--- config.mk ---
export PLATFORM = sky130hd
export DESIGN_NAME = spi_master_with_length_header_unit
export DESIGN_NICKNAME = d
export VERILOG_FILES = /design/src/rtl/core/spim_pkg.sv /design/src/rtl/core/spim_csr.sv /design/src/rtl/core/spim_engine.sv /design/src/rtl/core/spim_out.sv /design/src/rtl/core/spi_master_with_length_header_unit.sv
export SDC_FILE = /design/constraint.sdc
export NUM_CORES = 1
export LEC_CHECK = 0
export BUFFER_PORTS_ARGS = -buffer_cell sky130_fd_sc_hd__buf_4
export CORE_MARGIN = 4
export CORE_UTILIZATION = 55
export DETAILED_ROUTE_END_ITERATION = 10
export PLACE_DENSITY = 0.84
export SLEW_MARGIN = 20
export SYNTH_ARGS = -nofsm -noshare
export SYNTH_HDL_FRONTEND = slang
export SYNTH_SLANG_ARGS = --single-unit
--- constraint.sdc ---
create_clock -name clock -period 7.63 [get_ports clock]
set_input_delay 0.763 -clock clock [delete_from_list [all_inputs] [get_ports clock]]
set_output_delay 0.763 -clock clock [all_outputs]
set_load 0.01 [all_outputs]
--- src/rtl/core/spim_pkg.sv ---
// shared constants, codes and types of the spi master with length header
`default_nettype none
package spim_pkg;

   localparam int MaxBits    = 32;
   localparam int HeaderBits = 8;
   localparam int WordW      = 32;
   localparam int CountW     = 6;
   localparam int HalfW      = 16;
   localparam int HdrVecW    = 16;
   localparam int CsrIndexW  = 1;
   localparam int ReqDataW   = 40;
   localparam int RspDataW   = 40;

   localparam logic [HalfW-1:0]  HalfPeriodReset   = 16'd250;
   localparam logic              HeaderEnableReset = 1'b1;
   localparam logic [CountW-1:0] DefaultCount      = 6'd8;
   localparam logic [CountW-1:0] HeaderLast        = CountW'(HeaderBits - 1);

   // register indexes on the csr port
   localparam logic [CsrIndexW-1:0] CSR_HALF_PERIOD   = 1'b0;
   localparam logic [CsrIndexW-1:0] CSR_HEADER_ENABLE = 1'b1;

   typedef enum logic [2:0] {
      PH_IDLE = 3'b001,
      PH_HEAD = 3'b010,
      PH_DATA = 3'b100
   } phase_type;

   typedef struct packed {
      logic [HalfW-1:0] half_period;
      logic             header_enable;
   } cfg_type;

   typedef struct packed {
      logic [WordW-1:0] received_word;
      logic             done_res;
      logic             busy_res;
      logic             cs_two_n;
      logic             cs_one_n;
      logic             mosi;
      logic             sclk;
   } result_type;

endpackage
`default_nettype wire

--- src/rtl/core/spim_csr.sv ---
// configuration registers: half period and header enable
`default_nettype none
module spim_csr (
   input  wire logic                            clock,
   input  wire logic                            reset,
   input  wire logic                            csr_valid,
   output      logic                            csr_ready,
   input  wire logic [spim_pkg::CsrIndexW-1:0]  csr_index,
   input  wire logic [spim_pkg::HalfW-1:0]      csr_data,
   output      spim_pkg::cfg_type               cfg
);
   import spim_pkg::*;

   logic [HalfW-1:0] half_period_ff, half_period_in;
   logic             header_enable_ff, header_enable_in;

   assign csr_ready = 1'b1;

   always_comb begin
      half_period_in   = half_period_ff;
      header_enable_in = header_enable_ff;
      if (csr_valid) begin
         case (csr_index)
            CSR_HALF_PERIOD:   half_period_in   = csr_data;
            CSR_HEADER_ENABLE: header_enable_in = csr_data[0];
            default: ;
         endcase
      end
   end

   always_ff @(posedge clock) begin
      if (reset) begin
         half_period_ff   <= HalfPeriodReset;
         header_enable_ff <= HeaderEnableReset;
      end else begin
         half_period_ff   <= half_period_in;
         header_enable_ff <= header_enable_in;
      end
   end

   assign cfg.half_period   = half_period_ff;
   assign cfg.header_enable = header_enable_ff;

endmodule
`default_nettype wire

--- src/rtl/core/spim_engine.sv ---
// pin timing engine: one tick of spi state per accepted transaction
`default_nettype none
module spim_engine (
   input  wire logic                        clock,
   input  wire logic                        reset,
   input  wire logic                        tick,
   input  wire logic                        start_req,
   input  wire logic                        slave_select,
   input  wire logic [spim_pkg::WordW-1:0]  send_word,
   input  wire logic [spim_pkg::CountW-1:0] bit_count,
   input  wire logic                        miso_bit,
   input  wire spim_pkg::cfg_type           cfg,
   output      spim_pkg::result_type        result
);
   import spim_pkg::*;

   phase_type         phase_ff, phase_in;
   logic              clock_high_ff, clock_high_in;
   logic [CountW-1:0] bit_index_ff, bit_index_in;
   logic [HalfW-1:0]  tick_count_ff, tick_count_in;
   logic [WordW-1:0]  out_shift_ff, out_shift_in;
   logic [WordW-1:0]  in_shift_ff, in_shift_in;
   logic [CountW-1:0] length_ff, length_in;
   logic              target_ff, target_in;

   logic [HalfW-1:0]   tick_sum;
   logic [HalfW-1:0]   hp;
   logic [CountW-1:0]  count_fixed;
   logic [HdrVecW-1:0] hdr_vec;
   logic               done;
   logic               busy;
   logic               mosi_bit;

   assign tick_sum = tick_count_ff + HalfW'(1);
   assign hp       = (cfg.half_period == '0) ? HalfW'(1) : cfg.half_period;
   assign count_fixed = (bit_count == '0 || {1'b0, bit_count} > (CountW+1)'(MaxBits))
                        ? DefaultCount : bit_count;

   always_comb begin
      phase_in      = phase_ff;
      clock_high_in = clock_high_ff;
      bit_index_in  = bit_index_ff;
      tick_count_in = tick_count_ff;
      out_shift_in  = out_shift_ff;
      in_shift_in   = in_shift_ff;
      length_in     = length_ff;
      target_in     = target_ff;
      done          = 1'b0;
      case (phase_ff)
         PH_IDLE: begin
            if (start_req) begin
               length_in     = count_fixed;
               target_in     = slave_select;
               out_shift_in  = send_word;
               in_shift_in   = '0;
               clock_high_in = 1'b0;
               tick_count_in = '0;
               if (cfg.header_enable) begin
                  phase_in     = PH_HEAD;
                  bit_index_in = HeaderLast;
               end else begin
                  phase_in     = PH_DATA;
                  bit_index_in = count_fixed - CountW'(1);
               end
            end
         end
         PH_HEAD, PH_DATA: begin
            tick_count_in = tick_sum;
            if (tick_sum >= hp) begin
               tick_count_in = '0;
               if (!clock_high_ff) begin
                  clock_high_in = 1'b1;
               end else begin
                  clock_high_in = 1'b0;
                  // sample on the falling edge; header bits are not sampled
                  if (phase_ff == PH_DATA && miso_bit && !bit_index_ff[CountW-1]) begin
                     in_shift_in[bit_index_ff[CountW-2:0]] = 1'b1;
                  end
                  if (bit_index_ff != '0) begin
                     bit_index_in = bit_index_ff - CountW'(1);
                  end else if (phase_ff == PH_HEAD) begin
                     phase_in     = PH_DATA;
                     bit_index_in = length_ff - CountW'(1);
                  end else begin
                     phase_in = PH_IDLE;
                     done     = 1'b1;
                  end
               end
            end
         end
         default: begin
            phase_in = PH_IDLE;
         end
      endcase
   end

   // pin levels shown after this tick
   assign hdr_vec = HdrVecW'(length_in);
   assign busy    = (phase_in != PH_IDLE);

   always_comb begin
      mosi_bit = 1'b0;
      if (phase_in == PH_HEAD) begin
         if (bit_index_in < CountW'(HdrVecW)) begin
            mosi_bit = hdr_vec[bit_index_in[3:0]];
         end
      end else if (phase_in == PH_DATA) begin
         if (!bit_index_in[CountW-1]) begin
            mosi_bit = out_shift_in[bit_index_in[CountW-2:0]];
         end
      end
   end

   assign result.sclk          = busy & clock_high_in;
   assign result.mosi          = busy & mosi_bit;
   assign result.cs_one_n      = !(busy && !target_in);
   assign result.cs_two_n      = !(busy && target_in);
   assign result.busy_res      = busy;
   assign result.done_res      = done;
   assign result.received_word = done ? in_shift_in : '0;

   always_ff @(posedge clock) begin
      if (reset) begin
         phase_ff      <= PH_IDLE;
         clock_high_ff <= 1'b0;
         bit_index_ff  <= '0;
         tick_count_ff <= '0;
         out_shift_ff  <= '0;
         in_shift_ff   <= '0;
         length_ff     <= DefaultCount;
         target_ff     <= 1'b0;
      end else if (tick) begin
         phase_ff      <= phase_in;
         clock_high_ff <= clock_high_in;
         bit_index_ff  <= bit_index_in;
         tick_count_ff <= tick_count_in;
         out_shift_ff  <= out_shift_in;
         in_shift_ff   <= in_shift_in;
         length_ff     <= length_in;
         target_ff     <= target_in;
      end
   end

endmodule
`default_nettype wire

--- src/rtl/core/spim_out.sv ---
// result register between the engine and the rsp stream
`default_nettype none
module spim_out (
   input  wire logic                             clock,
   input  wire logic                             reset,
   input  wire logic                             in_valid,
   output      logic                             in_ready,
   input  wire spim_pkg::result_type             in_result,
   output      logic                             rsp_tvalid,
   input  wire logic                             rsp_tready,
   output      logic [spim_pkg::RspDataW-1:0]    rsp_tdata
);
   import spim_pkg::*;

   logic       valid_ff, valid_in;
   result_type data_ff, data_in;
   logic       load;

   assign in_ready = !valid_ff || rsp_tready;
   assign load     = in_valid && in_ready;

   always_comb begin
      valid_in = valid_ff;
      data_in  = data_ff;
      if (load) begin
         valid_in = 1'b1;
         data_in  = in_result;
      end else if (rsp_tready) begin
         valid_in = 1'b0;
      end
   end

   always_ff @(posedge clock) begin
      if (reset) begin
         valid_ff <= 1'b0;
      end else begin
         valid_ff <= valid_in;
      end
   end

   always_ff @(posedge clock) begin
      data_ff <= data_in;
   end

   assign rsp_tvalid = valid_ff;
   assign rsp_tdata  = RspDataW'(data_ff);

endmodule
`default_nettype wire

--- src/rtl/core/spi_master_with_length_header_unit.sv ---
// top level of the spi mode-0 master with optional length header
//
// every req transaction is one timing tick of the pin engine; for each one the
// block returns exactly one rsp transaction with the pin levels after that tick
// (sclk, mosi, both active-low selects), busy, a one-tick done flag and the
// received word, which is nonzero only on the done tick.
// a tick with start_req set while idle latches the slave, word and bit count
// and starts a transfer: an 8-bit count header (if enabled), then the data bits
// full duplex msb first, each bit lasting two halves of half_period ticks.
// rsp_tvalid rises in the cycle after req acceptance. throughput: one tick per
// cycle while rsp_tready is high, set by the single result register after the
// engine state update. when rsp_tready is low and a result is held, req_tready
// drops and the engine does not advance; no tick is lost or repeated.
// the csr channel is always ready: index 0 writes half_period, index 1 writes
// header_enable; write only between transfers.
// reset (synchronous): engine idle, selects high, half_period 250, header on,
// no rsp pending.
`default_nettype none
module spi_master_with_length_header_unit (
   input  wire logic                            clock,
   input  wire logic                            reset,
   // tdata: start_req, send_word[31:0], bit_count[5:0], miso_bit
   input  wire logic                            req_tvalid,
   output      logic                            req_tready,
   input  wire logic [spim_pkg::ReqDataW-1:0]   req_tdata,
   // tuser: slave_select
   input  wire logic                            req_tuser,
   // tdata: sclk, mosi, cs_one_n, cs_two_n, busy_res, done_res, received_word[31:0]
   output      logic                            rsp_tvalid,
   input  wire logic                            rsp_tready,
   output      logic [spim_pkg::RspDataW-1:0]   rsp_tdata,
   input  wire logic                            csr_valid,
   output      logic                            csr_ready,
   input  wire logic [spim_pkg::CsrIndexW-1:0]  csr_index,
   input  wire logic [spim_pkg::HalfW-1:0]      csr_data
);
   import spim_pkg::*;

   cfg_type    cfg;
   result_type result;
   logic       tick;

   assign tick = req_tvalid && req_tready;

   spim_csr u_csr (
      .clock     (clock),
      .reset     (reset),
      .csr_valid (csr_valid),
      .csr_ready (csr_ready),
      .csr_index (csr_index),
      .csr_data  (csr_data),
      .cfg       (cfg)
   );

   spim_engine u_engine (
      .clock        (clock),
      .reset        (reset),
      .tick         (tick),
      .start_req    (req_tdata[0]),
      .slave_select (req_tuser),
      .send_word    (req_tdata[WordW:1]),
      .bit_count    (req_tdata[WordW+CountW:WordW+1]),
      .miso_bit     (req_tdata[WordW+CountW+1]),
      .cfg          (cfg),
      .result       (result)
   );

   spim_out u_out (
      .clock      (clock),
      .reset      (reset),
      .in_valid   (req_tvalid),
      .in_ready   (req_tready),
      .in_result  (result),
      .rsp_tvalid (rsp_tvalid),
      .rsp_tready (rsp_tready),
      .rsp_tdata  (rsp_tdata)
   );

endmodule
`default_nettype wire
; Word-level counts from Yosys, hierarchy flattened
; Cells that the tools add are included.
[totals]
n_memories = 0
romBits = 0
latchBits = 0
ram_bits = 0
in_bits = 63
elab_cells = 113
reg_bits = 153
[op_classes]
n_reduce_logical = 22
add_sub_neg = 4
magnitude_cmp = 7
bitwise_logic = 4
muxes = 51
multipliers = 0
n_div = 0
shifts = 0
eq_ne = 7
[ops]
columns = cell, count
row1 = 32-bit two-way mux, 6
row2 = 32-bit one-hot mux with 2 select lines, 1
row3 = 6-bit two-way mux, 9
row4 = 16-bit two-way mux, 3
row5 = 32-bit OR, 1
row6 = 16-bit one-hot mux with 2 select lines, 1
row7 = 1-bit two-way mux, 19
row8 = 3-bit two-way mux, 6
row9 = "6-bit by 1-bit subtractor with 6-bit output, second input constant", 3
row10 = "16-bit by 1-bit adder with 16-bit output, second input constant", 1
row11 = 16-bit greater-or-equal comparator, 1
row12 = 16-bit zero test, 1
row13 = "5-bit by 6-bit less-than comparator with 1-bit output, second input constant", 2
row14 = 6-bit one-hot mux with 2 select lines, 1
row15 = "3-bit by 2-bit equality test with 1-bit output, second input constant", 2
row16 = "3-bit equality test, second input constant", 2
row17 = "6-bit greater-than comparator, second input constant", 1
row18 = 1-bit logical AND, 6
row19 = 6-bit zero test, 1
row20 = "6-bit by 5-bit less-than comparator with 1-bit output, second input constant", 1
row21 = 3-bit one-hot mux with 2 select lines, 1
row22 = 6-bit nonzero test, 1
row23 = 1-bit binary-select mux with 5-bit select, 1
row24 = 1-bit demux with 5-bit select, 1
row25 = 15 further kinds, 23

; Longest topological paths before layout
[logic_depth]
depth_word = 13
ltp_mapped = 20
mapped_depth_nobuf = 19

; By module
; Synthesis repeated with hierarchy kept, for this count alone.
[hier_totals]
cells_unflattened = 961
hier_area_um2 = 8309.2
[modules_own_cells]
columns = module, seq_area_each_um2, cells_per_inst, area_each_um2, n_inst
row1 = spim_engine, 1941.9, 836, 6271.0, 1
row2 = spim_out, 1161.1, 46, 1214.9, 1
row3 = spim_csr, 340.3, 78, 817.0, 1
row4 = spi_master_with_length_header_unit, 0.0, 1, 6.3, 1

; Worst setup path after synthesis
; No wires, ideal clock.
[synth_timing]
path_type = reg-to-reg
startpoint = register u_engine.tick_count_ff[0]
endpoint = register u_out.data_ff (netlist bit u_out.rsp_tdata[1]), data pin
setup_time_ns = 0.259
path_stages_with_launch = 20
arrival_time_ns = 4.676
path_slack_ns = 2.695
required_ns = 7.371
path_buffers = 3
cell_sequence = dfxtp_1 > and3_1 > and3_1 > and3_1 > and3_1 > clkbuf_1 > nand4_1 > xnor2_1 > ha_1 > nand4_1 > or4_1 > a221o_1 > a31oi_2 > mux2i_1 > buf_2 > buf_2 > a211oi_1 > a311oi_1 > o22ai_1 > a211o_1
[synth_rtl]
columns = item, line
row1 = from (decl), spim_engine.sv:20  ; logic [HalfW-1:0] tick_count_ff, tick_count_in;
row2 = from (signal assigned), spim_engine.sv:136  ; tick_count_ff <= tick_count_in;
row3 = to (signal assigned), spim_out.sv:42  ; data_ff <= data_in;
row4 = to (decl), spim_out.sv:16  ; result_type data_ff, data_in;

==> results <==
- TritonCTS built the clock tree.
- The post-layout instance area is 0.00944 sq mm.
- The share of the clock period used by the worst path after layout is 77.7%.
- The synthesized area is 0.00808 sq mm.
- The total of buffers placed on input and output ports is 102.
- The wire-length estimate of the detail-placed layout is 13.9 mm.
- The post-detailed-route count of antenna-violating nets is 0.
- The launch instance of the worst register-to-register path is u_engine.tick_count_ff[2].
- In this run the vertical extent of the chip is 129 um.
- The clock period minus final worst setup slack is 5.93 ns.
- Summing the sequential cell areas from Yosys gives 42.6% of the chip area.
- Internal power comes to 0.00143 W.
- The fraction of registers with async set/reset is 0%.
- The worst setup path startpoint is u_engine.tick_count_ff[2].
- The sequential share of power is 44.2%.
- The initial antenna violation count was 0.
- After synthesis, the cell types taking the most area are sky130_fd_sc_hd__dfxtp_1 (29%), sky130_fd_sc_hd__edfxtp_1 (14%), sky130_fd_sc_hd__nand2_1 (6.7%).
- The count of warnings emitted by yosys is 0.
- The library cell occupying the most area in the post-synthesis netlist is sky130_fd_sc_hd__dfxtp_1.
- In this run the clock root is driven by a sky130_fd_sc_hd__clkbuf_16.
- The number of placement rows is 44.
- The fraction of met1 tracks used by global routing is 33.1%.
- In this run the number of H-tree levels came out at 4.
- The number of instances in the synthesized netlist is 979.
- The number of antenna diodes in the final layout is 0.
- The fraction of layout instances using a drive strength above 1 is 15.8%.
- The class of the tightest hold or removal check is reg -> reg.
- The die covers 0.0167 sq mm.
- The net switching power is 0.000560 W.
- The number of gates given a new drive strength after cts is 0.
- met2 is the most crowded layer.
- In this run the worst path has a maximum fanout of 27.
- The count of endpoints failing hold in the final timing report came to 0.
- The clock transition at the register clock pins on the worst setup and hold paths after CTS is 0.06 ns.
- The category of the worst setup path capture point is a flop.
- The first detailed-routing pass took 6 iterations.
- OpenSTA, run right after detailed placement, puts the worst setup slack at 1.77 ns.
- The sum of overflow across all layers after global routing is 0.
- The DRC violation total after the first TritonRoute iteration is 810.
- The count of final setup violators is 0.
- 106 I/O pins were placed.
- The accumulated negative setup slack is 0 ns.
- The number of filler instances in the final layout is 1,188.
- The global-route wire length before repair is 33.6 mm.
- In this run, synthesis inferred 38 flip-flops with an integrated enable.
- The area of the core is 0.0145 sq mm.
- For this block, the routed nets add up to 20.6 mm of wire.
- The tree built by TritonCTS fans out to 153 sinks.
- Per report_power, the clock group accounts for 42.2% of the total.
- The cell area after placement is 0.00882 sq mm.
- The commonest non-fill, non-tap cell in the layout is sky130_fd_sc_hd__nand2_1.
- Routability-driven placement finished with a final weighted congestion of 0.963.
- The least setup slack across all paths after layout is 1.70 ns.
- VDD sags by at most 0.146 mV.
- The critical hold path startpoint is u_engine.out_shift_ff[9].
- The vias after detailed routing is 7,447.
- The met3 routing resource usage after global routing is 4.70%.
- The routed wirelength normalized by instance count is 16.8 um.
- In the final design database the tool counted 1,112 nets.
- The post-cts hold buffer count is 0.
- The source-to-sink clock delay at the later pin of the worst-skew pair is 0.44 ns.
- The pin count of the biggest net entering global routing is 106.
- At the worst endpoint, the required time is 7.81 ns.
- The via count of the first global-routing pass came to 6,849.
- The critical path in this run is classified as reg -> reg.
- The worst pin sits at a relative slew slack of 29.6%.
- Summed over its instances, the top area cell type makes up 28.5% of the synthesized netlist area.
- The total track usage is 24.7%.
- The number of buffers inserted to repair setup after CTS is 0.
- The relative area change from synthesis to final layout is 16.9%.
- The final setup skew is 0.00742 ns.
- Data arrives at the worst endpoint at 6.12 ns.
- The most used flip-flop cell after synthesis is sky130_fd_sc_hd__dfxtp_1.
- Global routing consumed, on the met2 layer, 40.1% of the routing resources.
- Once the floorplan was initialized, standard cells occupied 55.8% of the core.
- The kind of launch point of the worst setup path is a flop.
- For this run, design rule violations remaining after detail routing come to 0.
- The hold-critical path depth is 2.
- The run finished with clean final reports.
- The top achievable clock speed is 169 MHz.
- In the layout the commonest cells are sky130_fd_sc_hd__nand2_1 (142), sky130_fd_sc_hd__nor2_1 (127), sky130_fd_sc_hd__dfxtp_1 (115), sky130_fd_sc_hd__buf_4 (111), sky130_fd_sc_hd__a21oi_1 (93).
- The proportion of power drawn by combinational gates is 13.6%.
- The count of distinct cell types in the synthesized netlist is 68.
- The number of buffers inserted during clock tree synthesis is 17.
- Dividing the synthesized area by the synthesized cell count gives 8.25 sq um.
- In this run the horizontal extent of the chip is 129 um.
- The final-layout worst hold slack is 0.458 ns.
- The total power density per cell area is 211 mW/mm^2.
- In the routed layout, each cell is associated on average with a via count of 6.09.
- The count of state elements after synthesis is 153.
- The total power of the final layout is 0.00199 W.
- The leakage power figure is 3.59 nW.
- The number of pins exceeding their max-slew limit in the final report came to 0.
- Setup repair after global routing left no endpoint under its margin.
- The total of max-cap violations is 0.
- For the pin with the worst max-slew slack, the measured transition is 1.05 ns.
- The maximum count of clock buffers along a single path is 2.
- The number of cells on the worst reg-to-reg path is 17.
- Of the total power, the share spent switching nets is 28.1%.
## cell usage after synthesis, types with 5 or more instances
cell type                  count
sky130_fd_sc_hd__xnor2_1      11
sky130_fd_sc_hd__nand3_1      14
sky130_fd_sc_hd__nor2b_1       6
sky130_fd_sc_hd__and3_1       11
sky130_fd_sc_hd__and2_1       10
sky130_fd_sc_hd__clkbuf_1     74
sky130_fd_sc_hd__or3_1         6
sky130_fd_sc_hd__inv_1        30
sky130_fd_sc_hd__nand2_1     144
sky130_fd_sc_hd__a211o_1       9
sky130_fd_sc_hd__a221oi_1      6
sky130_fd_sc_hd__nor3b_1       5
sky130_fd_sc_hd__mux2i_1      16
sky130_fd_sc_hd__nor2_1      128
sky130_fd_sc_hd__a32oi_1      25
sky130_fd_sc_hd__nand4_1       8
sky130_fd_sc_hd__nand3b_1     10
sky130_fd_sc_hd__a21oi_1      93
sky130_fd_sc_hd__nand2b_1      7
sky130_fd_sc_hd__xor2_1       10
sky130_fd_sc_hd__ha_1         23
sky130_fd_sc_hd__a211oi_1     10
sky130_fd_sc_hd__a22oi_1      46
sky130_fd_sc_hd__dfxtp_1     115
sky130_fd_sc_hd__nor3_1       15
sky130_fd_sc_hd__o22ai_1       9
sky130_fd_sc_hd__o21ai_0      24
sky130_fd_sc_hd__edfxtp_1     38
## power groups by stage
stage          registers (W)  logic, W  clock network (W)
2_1_floorplan       0.000894  0.000178                  0
3_3_place_gp        0.000896  0.000262                  0
3_5_place_dp        0.000898  0.000266                  0
4_1_cts             0.000880  0.000268           0.000850
5_1_grt             0.000883  0.000298           0.000888
6_report            0.000880  0.000271           0.000842
## cell families (layout without fill, tap and decap cells)
| kind of cell | after synthesis | after routing | share of synthesized area (%) |
|---|---|---|---|
| flops | 153 | 153 | 42.6 |
| fa+ha+maj | 23 | 23 | 3.56 |
| buf+inv | 115 | 174 | 5.69 |
| compound gates | 265 | 265 | 22.2 |
| simple gates | 383 | 383 | 21.4 |
| mux | 17 | 17 | 2.12 |
| xor+xnor | 21 | 21 | 2.28 |
| other cells | 2 | 3 | 0.0930 |
## sequential cells by signal, summed over array words and instances (netlist names), 3 cells and up
signal / count
u_engine.phase_ff: 3
u_engine.tick_count_ff: 16
u_csr.half_period_ff: 16
u_engine.in_shift_ff: 32
u_engine.length_ff: 6
u_out.rsp_tdata: 38
u_engine.bit_index_ff: 6
u_engine.out_shift_ff: 32
## critical path, stage by stage, from the launching register on
cell                      delay, ns
sky130_fd_sc_hd__dfxtp_1       0.40
sky130_fd_sc_hd__and3_1        0.25
sky130_fd_sc_hd__and3_1        0.26
sky130_fd_sc_hd__and3_1        0.24
sky130_fd_sc_hd__and3_1        0.34
sky130_fd_sc_hd__nand4_1       0.15
sky130_fd_sc_hd__xnor2_1       0.16
sky130_fd_sc_hd__ha_1          0.33
sky130_fd_sc_hd__nand4_1       0.17
sky130_fd_sc_hd__or4_1         0.59
sky130_fd_sc_hd__a221o_1       0.37
sky130_fd_sc_hd__a31oi_2       0.88
sky130_fd_sc_hd__a22oi_4       0.49
sky130_fd_sc_hd__mux2_2        0.41
sky130_fd_sc_hd__o21ai_1       0.12
sky130_fd_sc_hd__a31o_2        0.11
sky130_fd_sc_hd__a41oi_1       0.10
sky130_fd_sc_hd__a211o_1       0.32
## layer usage
metal / up-vias / part of all wire (%)
li1: 3590 / -
met1: 3489 / 42
met2: 329 / 48
met3: 39 / 7.9
met4: 0 / 1.9
met5: - / 0
## area by class of cell
cell class	instances	area, sq um	share of cell area, %
Tap cell	184	230	2.44
Clock inverter	13	128	1.35
Sequential cell	153	3440	36.5
Clock buffer	19	475	5.04
Multi-Input combinational cell	712	4200	44.5
Inverter	30	113	1.19
Timing Repair Buffer	112	845	8.95
## worst paths after layout
kind	end	slack [ns]
min	u_engine.out_shift_ff[9]	0.46
min reg2reg	u_engine.out_shift_ff[9]	0.46
max reg2reg	u_out.rsp_tdata[1]	1.70
max	u_out.rsp_tdata[1]	1.70
## metrics by stage
stage / utilization, % / instances
after floorplan: - / 980
after global placement: 60.9 / 1191
after detailed placement: 60.9 / 1191
after CTS: 65.1 / 1223
after global routing: 65.2 / 1223
final: 65.2 / 1223
Note: power is estimated with default switching activity, not from simulation.
